## src/hdl/stsch_pkg.sv

```systemverilog
// Shared types for the sorted timestep schedule table.
// Used by stsch_cell and sorted_timestep_schedule_table; no dependencies.
package stsch_pkg;

	localparam int TS_W = 63;
	localparam int ENTRY_COUNT_W = 5;

	typedef logic [TS_W-1:0] ts_t;

	// request codes
	localparam logic [1:0] REQ_ADD   = 2'd0;
	localparam logic [1:0] REQ_MATCH = 2'd1;
	localparam logic [1:0] REQ_CLEAR = 2'd2;

	// broadcast control from the sequencer to every cell
	typedef struct packed {
		logic ins;   // insert ts at the first slot not below it
		logic shl;   // every slot takes its right neighbor
		ts_t  ts;    // compare / insert value
	} cell_ctl_t;

endpackage

```

## src/hdl/stsch_cell.sv

```systemverilog
// One slot of the sorted timestep chain: holds one entry, compares it
// against the broadcast value and shifts with its neighbors.
// Depends on stsch_pkg.
module stsch_cell (
	input  logic                 clk,
	input  logic                 occ,
	input  stsch_pkg::cell_ctl_t ctl,
	input  logic                 left_lt,
	input  stsch_pkg::ts_t       left_val,
	input  stsch_pkg::ts_t       right_val,
	output stsch_pkg::ts_t       val,
	output logic                 lt,
	output logic                 eq
);

	stsch_pkg::ts_t val_q;

	assign val = val_q;
	assign lt  = occ && (val_q < ctl.ts);
	assign eq  = occ && (val_q == ctl.ts);

	always_ff @(posedge clk) begin
		if (ctl.shl) begin
			val_q <= right_val;
		end else if (ctl.ins && !lt) begin
			// first slot not below ts takes it, slots above move right
			val_q <= left_lt ? ctl.ts : left_val;
		end
	end

endmodule

```

## src/hdl/sorted_timestep_schedule_table.sv

```systemverilog
// Sorted, duplicate-free timestep schedule table built from a chain of
// compare-and-shift cells. Depends on stsch_pkg and stsch_cell.
//
// Usage:
//   Requests come in on req_valid/req_ready with req_type and timestep.
//   Every request gives exactly one response on rsp_valid/rsp_ready with
//   matched, dropped and entry_count (stored entries after the request).
//   Add: inserts in order, duplicates ignored, a new value on a full
//   table is not stored and flags dropped. Match: discards entries below
//   timestep, then reports whether the head equals it (head is kept).
//   Clear: empties the table. Code 3 does nothing.
// Timing:
//   For add, clear and code 3 the response is registered and shows the
//   cycle after acceptance, and a new request may be taken in that same
//   cycle. Match first registers the timestep and enters the prune state,
//   then the chain moves left one slot per cycle until the head is no
//   longer below the timestep, and then the response is registered.
// Reset: arst_n clears the entry count and the response valid; slot
//   contents are not reset and are only read below the count.
// Stall: a response waits in its register while rsp_ready is low; a new
//   request is taken only when that register is free or being emptied.
module sorted_timestep_schedule_table #(
	parameter int TABLE_DEPTH = 16
) (
	input  logic                 clk,
	input  logic                 arst_n,
	input  logic                 req_valid,
	output logic                 req_ready,
	input  logic [1:0]           req_type,
	input  stsch_pkg::ts_t       timestep,
	output logic                 rsp_valid,
	input  logic                 rsp_ready,
	output logic                 matched,
	output logic                 dropped,
	output logic [stsch_pkg::ENTRY_COUNT_W-1:0] entry_count
);

	localparam int CW = $clog2(TABLE_DEPTH + 1);

	localparam logic ST_IDLE  = 1'b0;
	localparam logic ST_PRUNE = 1'b1;

	logic                  state_q;
	logic [CW-1:0]         count_q;
	stsch_pkg::ts_t        match_ts_q;

	logic                  rsp_valid_q;
	logic                  matched_q;
	logic                  dropped_q;
	logic [CW-1:0]         rsp_count_q;

	stsch_pkg::cell_ctl_t  ctl;
	stsch_pkg::ts_t        val_w [TABLE_DEPTH];
	logic [TABLE_DEPTH-1:0] lt_w;
	logic [TABLE_DEPTH-1:0] eq_w;

	logic slot_free;
	logic accept;
	logic is_dup;
	logic is_full;
	logic prune_done;

	assign slot_free  = !rsp_valid_q || rsp_ready;
	assign req_ready  = (state_q == ST_IDLE) && slot_free;
	assign accept     = req_valid && req_ready;
	assign is_dup     = |eq_w;
	assign is_full    = (count_q == CW'(TABLE_DEPTH));
	// head is no longer below the match value and the response can go out
	assign prune_done = (state_q == ST_PRUNE) && !lt_w[0] && slot_free;

	always_comb begin
		ctl.ts  = (state_q == ST_PRUNE) ? match_ts_q : timestep;
		ctl.ins = accept && (req_type == stsch_pkg::REQ_ADD) && !is_dup && !is_full;
		ctl.shl = (state_q == ST_PRUNE) && lt_w[0];
	end

	// cell chain
	for (genvar i = 0; i < TABLE_DEPTH; i++) begin : g_cell
		logic           left_lt;
		stsch_pkg::ts_t left_val;
		stsch_pkg::ts_t right_val;

		if (i == 0) begin : g_first
			assign left_lt  = 1'b1;
			assign left_val = ctl.ts;
		end else begin : g_mid
			assign left_lt  = lt_w[i-1];
			assign left_val = val_w[i-1];
		end

		if (i == TABLE_DEPTH - 1) begin : g_last
			assign right_val = val_w[i];
		end else begin : g_inner
			assign right_val = val_w[i+1];
		end

		stsch_cell u_cell (
			.clk       (clk),
			.occ       (CW'(i) < count_q),
			.ctl       (ctl),
			.left_lt   (left_lt),
			.left_val  (left_val),
			.right_val (right_val),
			.val       (val_w[i]),
			.lt        (lt_w[i]),
			.eq        (eq_w[i])
		);
	end

	// sequencer and count
	always_ff @(posedge clk or negedge arst_n) begin
		if (!arst_n) begin
			state_q <= ST_IDLE;
			count_q <= '0;
		end else begin
			case (state_q)
				ST_IDLE: begin
					if (accept) begin
						case (req_type)
							stsch_pkg::REQ_ADD: begin
								if (ctl.ins) begin
									count_q <= count_q + CW'(1);
								end
							end
							stsch_pkg::REQ_MATCH: begin
								state_q <= ST_PRUNE;
							end
							stsch_pkg::REQ_CLEAR: begin
								count_q <= '0;
							end
							default: begin
							end
						endcase
					end
				end
				ST_PRUNE: begin
					if (ctl.shl) begin
						count_q <= count_q - CW'(1);
					end else if (prune_done) begin
						state_q <= ST_IDLE;
					end
				end
				default: begin
					state_q <= ST_IDLE;
				end
			endcase
		end
	end

	always_ff @(posedge clk) begin
		if (accept) begin
			match_ts_q <= timestep;
		end
	end

	// response register
	always_ff @(posedge clk or negedge arst_n) begin
		if (!arst_n) begin
			rsp_valid_q <= 1'b0;
		end else if ((accept && (req_type != stsch_pkg::REQ_MATCH)) || prune_done) begin
			rsp_valid_q <= 1'b1;
		end else if (rsp_ready) begin
			rsp_valid_q <= 1'b0;
		end
	end

	always_ff @(posedge clk) begin
		if (prune_done) begin
			matched_q   <= eq_w[0];
			dropped_q   <= 1'b0;
			rsp_count_q <= count_q;
		end else if (accept && (req_type != stsch_pkg::REQ_MATCH)) begin
			matched_q <= 1'b0;
			dropped_q <= (req_type == stsch_pkg::REQ_ADD) && !is_dup && is_full;
			case (req_type)
				stsch_pkg::REQ_ADD:   rsp_count_q <= ctl.ins ? count_q + CW'(1) : count_q;
				stsch_pkg::REQ_CLEAR: rsp_count_q <= '0;
				default:              rsp_count_q <= count_q;
			endcase
		end
	end

	logic [CW+stsch_pkg::ENTRY_COUNT_W-1:0] count_ext;

	assign count_ext   = {{stsch_pkg::ENTRY_COUNT_W{1'b0}}, rsp_count_q};
	assign rsp_valid   = rsp_valid_q;
	assign matched     = matched_q;
	assign dropped     = dropped_q;
	assign entry_count = count_ext[stsch_pkg::ENTRY_COUNT_W-1:0];

endmodule
```

## config.mk

```make
export PLATFORM = sky130hd
export DESIGN_NAME = sorted_timestep_schedule_table
export DESIGN_NICKNAME = d
export VERILOG_FILES = /design/src/hdl/stsch_pkg.sv /design/src/hdl/stsch_cell.sv /design/src/hdl/sorted_timestep_schedule_table.sv
export SDC_FILE = /design/constraint.sdc
export NUM_CORES = 2
export LEC_CHECK = 0
export BUFFER_PORTS_ARGS = -buffer_cell sky130_fd_sc_hd__buf_2
export CAP_MARGIN = 0
export CORE_UTILIZATION = 60
export CTS_BUF_LIST = sky130_fd_sc_hd__clkbuf_4 sky130_fd_sc_hd__clkbuf_8
export DETAILED_ROUTE_END_ITERATION = 6
export HOLD_SLACK_MARGIN = 0.06
export PLACE_DENSITY = 0.78
export REMOVE_ABC_BUFFERS = 1
export SYNTH_ARGS = -nofsm -noshare
export SYNTH_HDL_FRONTEND = slang
export SYNTH_HIERARCHICAL = 1
export SYNTH_SLANG_ARGS = --single-unit
```

## constraint.sdc

```tcl
create_clock -name clk -period 9.5 [get_ports clk]
set_clock_uncertainty 0.2 [all_clocks]
set_input_delay 1.425 -clock clk [delete_from_list [all_inputs] [get_ports clk]]
set_output_delay 1.425 -clock clk [all_outputs]
set_load 0.01 [all_outputs]
```

==> run_results.csv <==
group,metric,value,unit
clocking,cts.root.buffer_cell,"sky130_fd_sc_hd__clkbuf_8",
place,buffer_ports.inserted,77,
clocking,tritoncts,"done",
place,dpl.hpwl,174000,um
worst_setup_path,worst_r2r_startpoint,"state_q",
cells_and_area,area_delta_synth_final,7.76,%
drt,top_signal_layer_used,"met5",
floorplan,die_h,368,um
clocking,clk_latency,0.96,ns
sta,timing.setup.tns,0,ns
clocking,clock_tree.htree_level_count,4,
floorplan,chipWidth,368,um
worst_hold_path,timing.hold.worst.class,"flop to flop",
drt,met2_wirelength,108000,um
cells_and_area,layout-drive-gt1-share,8.52,%
drt,drt_wl_total,240000,um
worst_setup_path,rr_worst_depth,15,
drt,vias,65668,
sta,final_hold_viol_count,0,
clocking,ctsLongestPathBuffers,3,
drt,wirelength_met1,94000,um
clocking,tritoncts.num_buffers,193,
worst_setup_path,setup.worst_path.start_class,"flop",
worst_setup_path,cp-end-kind,"flop",
synthesis,synthCells,8323,
sta,final.min_clock_period,8.14,ns
sta,setup-violations-final,0,
floorplan,initial_core_util,60.8,%
sta,timing_worst_slew_pin_value,1.56,ns
floorplan,total_die_area,0.136,mm^2
sta,slew_headroom,-4.57,%
clocking,clkTransAtPathRegs,0.06,ns
synthesis,synthesis.area_per_instance,9.67,um^2
worst_setup_path,crit_fanout,154,
global_route,globalRoute.totalOverflow,0,
global_route,track_usage,34.4,%
drt,route.detailed.wl_per_inst,23.3,um
synthesis,synth_warnings,6,
clocking,numClockSinks,1085,
sta,timing.fmax,123,MHz
global_route,grt_start_max_net_pins,281,
drt,route.antenna.remaining_nets,0,
worst_setup_path,crit-reg2reg-capture,"g_cell[11].u_cell/val[34]",
drt,drc_errors,0,
drt,post_drt_via_cell_ratio,6.38,
worst_setup_path,r2r_slack,1.36,ns
floorplan,coreArea,0.132,mm^2
floorplan,placement_rows,133,
global_route,first_global_vias,63932,
place,gp_congestion,1.03,
worst_setup_path,cp_data_required_time,9.86,ns
flow_run,max_cap_viol_count,3,
global_route,number_of_antenna_violations_at_the_first_check_in_global_routing,16,
drt,detail_route.first_pass.iterations,6,
synthesis,post_synthesis_instance_area,0.0805,mm^2
sta,final.period_utilization,85.7,%
worst_setup_path,timing.critical_path.arrival,8.50,ns
sta,rsz0062_at_grt,"false",
worst_setup_path,timing_worst_setup_path_type,"flop to flop",
sta,slew_viol_final,9,
global_route,first_pass_grt_wire_length,363000,um
cells_and_area,fill_cells,10334,
worst_setup_path,timing.critical_path.from,"state_q",
floorplan,ios,78,
clocking,post_cts_resize_count,0,
outcome,outcome,"finished, violations left",
cells_and_area,design.final.nets,9451,
outcome,failed_checks,"max-capacitance violations, max-slew violations",
worst_setup_path,critical_path.endpoint,"g_cell[11].u_cell/val[34]",
drt,drt-initial-drc-count,8405,
sta,timing.hold.ws,0.317,ns
drt,wl_met3,26600,um
[metal layers]
| layer | vias to the layer above | track usage, % |
|---|---|---|
| met5 | - | 0 |
| met4 | 10 | 16.8 |
| met3 | 658 | 9.35 |
| met2 | 3329 | 53.8 |
| met1 | 31580 | 44.1 |
| li1 | 30091 | - |
[cell usage in the layout (no fill, tap or decap), types with 88 or more instances in the layout]
cell and n:
sky130_fd_sc_hd__nand2_1 1294, sky130_fd_sc_hd__o21ai_0 1136, sky130_fd_sc_hd__edfxtp_1 1077, sky130_fd_sc_hd__inv_1 1014, sky130_fd_sc_hd__mux2i_1 1012, sky130_fd_sc_hd__ha_1 1012, sky130_fd_sc_hd__a21oi_1 466, sky130_fd_sc_hd__clkbuf_8 202
sky130_fd_sc_hd__nand4_1 131, sky130_fd_sc_hd__buf_4 119, sky130_fd_sc_hd__nor2_1 88
[critical path: stages, from the launching register on]
cell                       delay (ns)
sky130_fd_sc_hd__dfrtp_4         0.95
sky130_fd_sc_hd__mux2_2          0.77
sky130_fd_sc_hd__inv_1           0.10
sky130_fd_sc_hd__ha_1            0.22
sky130_fd_sc_hd__a21oi_1         0.15
sky130_fd_sc_hd__o21ai_0         0.10
sky130_fd_sc_hd__a21oi_1         0.77
sky130_fd_sc_hd__o22ai_1         0.39
sky130_fd_sc_hd__a311oi_1        0.55
sky130_fd_sc_hd__and2_4          0.57
sky130_fd_sc_hd__nand2_1         0.30
sky130_fd_sc_hd__inv_8           0.63
sky130_fd_sc_hd__buf_4           0.70
sky130_fd_sc_hd__a211oi_1        0.18
sky130_fd_sc_hd__a21oi_4         0.33
sky130_fd_sc_hd__buf_4           0.53
[state kept, by name, indices dropped and copies added (netlist names)]
| name | count |
|---|---|
| g_cell.u_cell/val | 1008 |
| match_ts_q | 63 |
| count_q | 5 |
| dropped | 1 |
| matched | 1 |
| entry_count | 5 |
| rsp_valid | 1 |
| state_q | 1 |
[worst min path at each step]
stage | start | end | slack (ns) | depth (start not counted)
floorplan | dropped | dropped | 0.29 | 2
global placement | dropped | dropped | 0.30 | 2
detailed placement | dropped | dropped | 0.30 | 2
CTS | dropped | dropped | 0.31 | 2
global route | dropped | dropped | 0.32 | 2
finish | dropped | dropped | 0.32 | 2
[final cells by class]
type / instances / area, um^2 / share of cell area, %
diodes: 12 / 30.0 / 0.0346
clock buffers: 263 / 3240 / 3.73
clock inverters: 85 / 474 / 0.547
inverters: 1032 / 3880 / 4.48
multi-input cells: 5855 / 42900 / 49.5
flip-flops and latches: 1085 / 32500 / 37.5
well taps: 1755 / 2200 / 2.53
repair buffers: 203 / 1410 / 1.62
[metrics by stage]
| stage | util [%] | cell area [um^2] | worst slack (ns) | std cells |
|---|---|---|---|---|
| detailed placement | 62.7 | 82900 | 1.41 | 9929 |
| global route | 65.5 | 86700 | 1.20 | 10282 |
| CTS | 65.5 | 86700 | 1.66 | 10278 |
| global placement | 62.6 | 82900 | 1.62 | 9925 |
| finish | 65.5 | 86700 | 1.36 | 10290 |
| floorplan | - | 79100 | -26.43 | 7972 |
[repair_timing]
item	in CTS	in global routing
endpoints found under the hold margin	7	0
buffers inserted	0	0
hold buffers	1	0
Power is left out: the tool's default activity adds up to more than one toggle a clock period on the data nets, which glitch-free logic cannot reach.
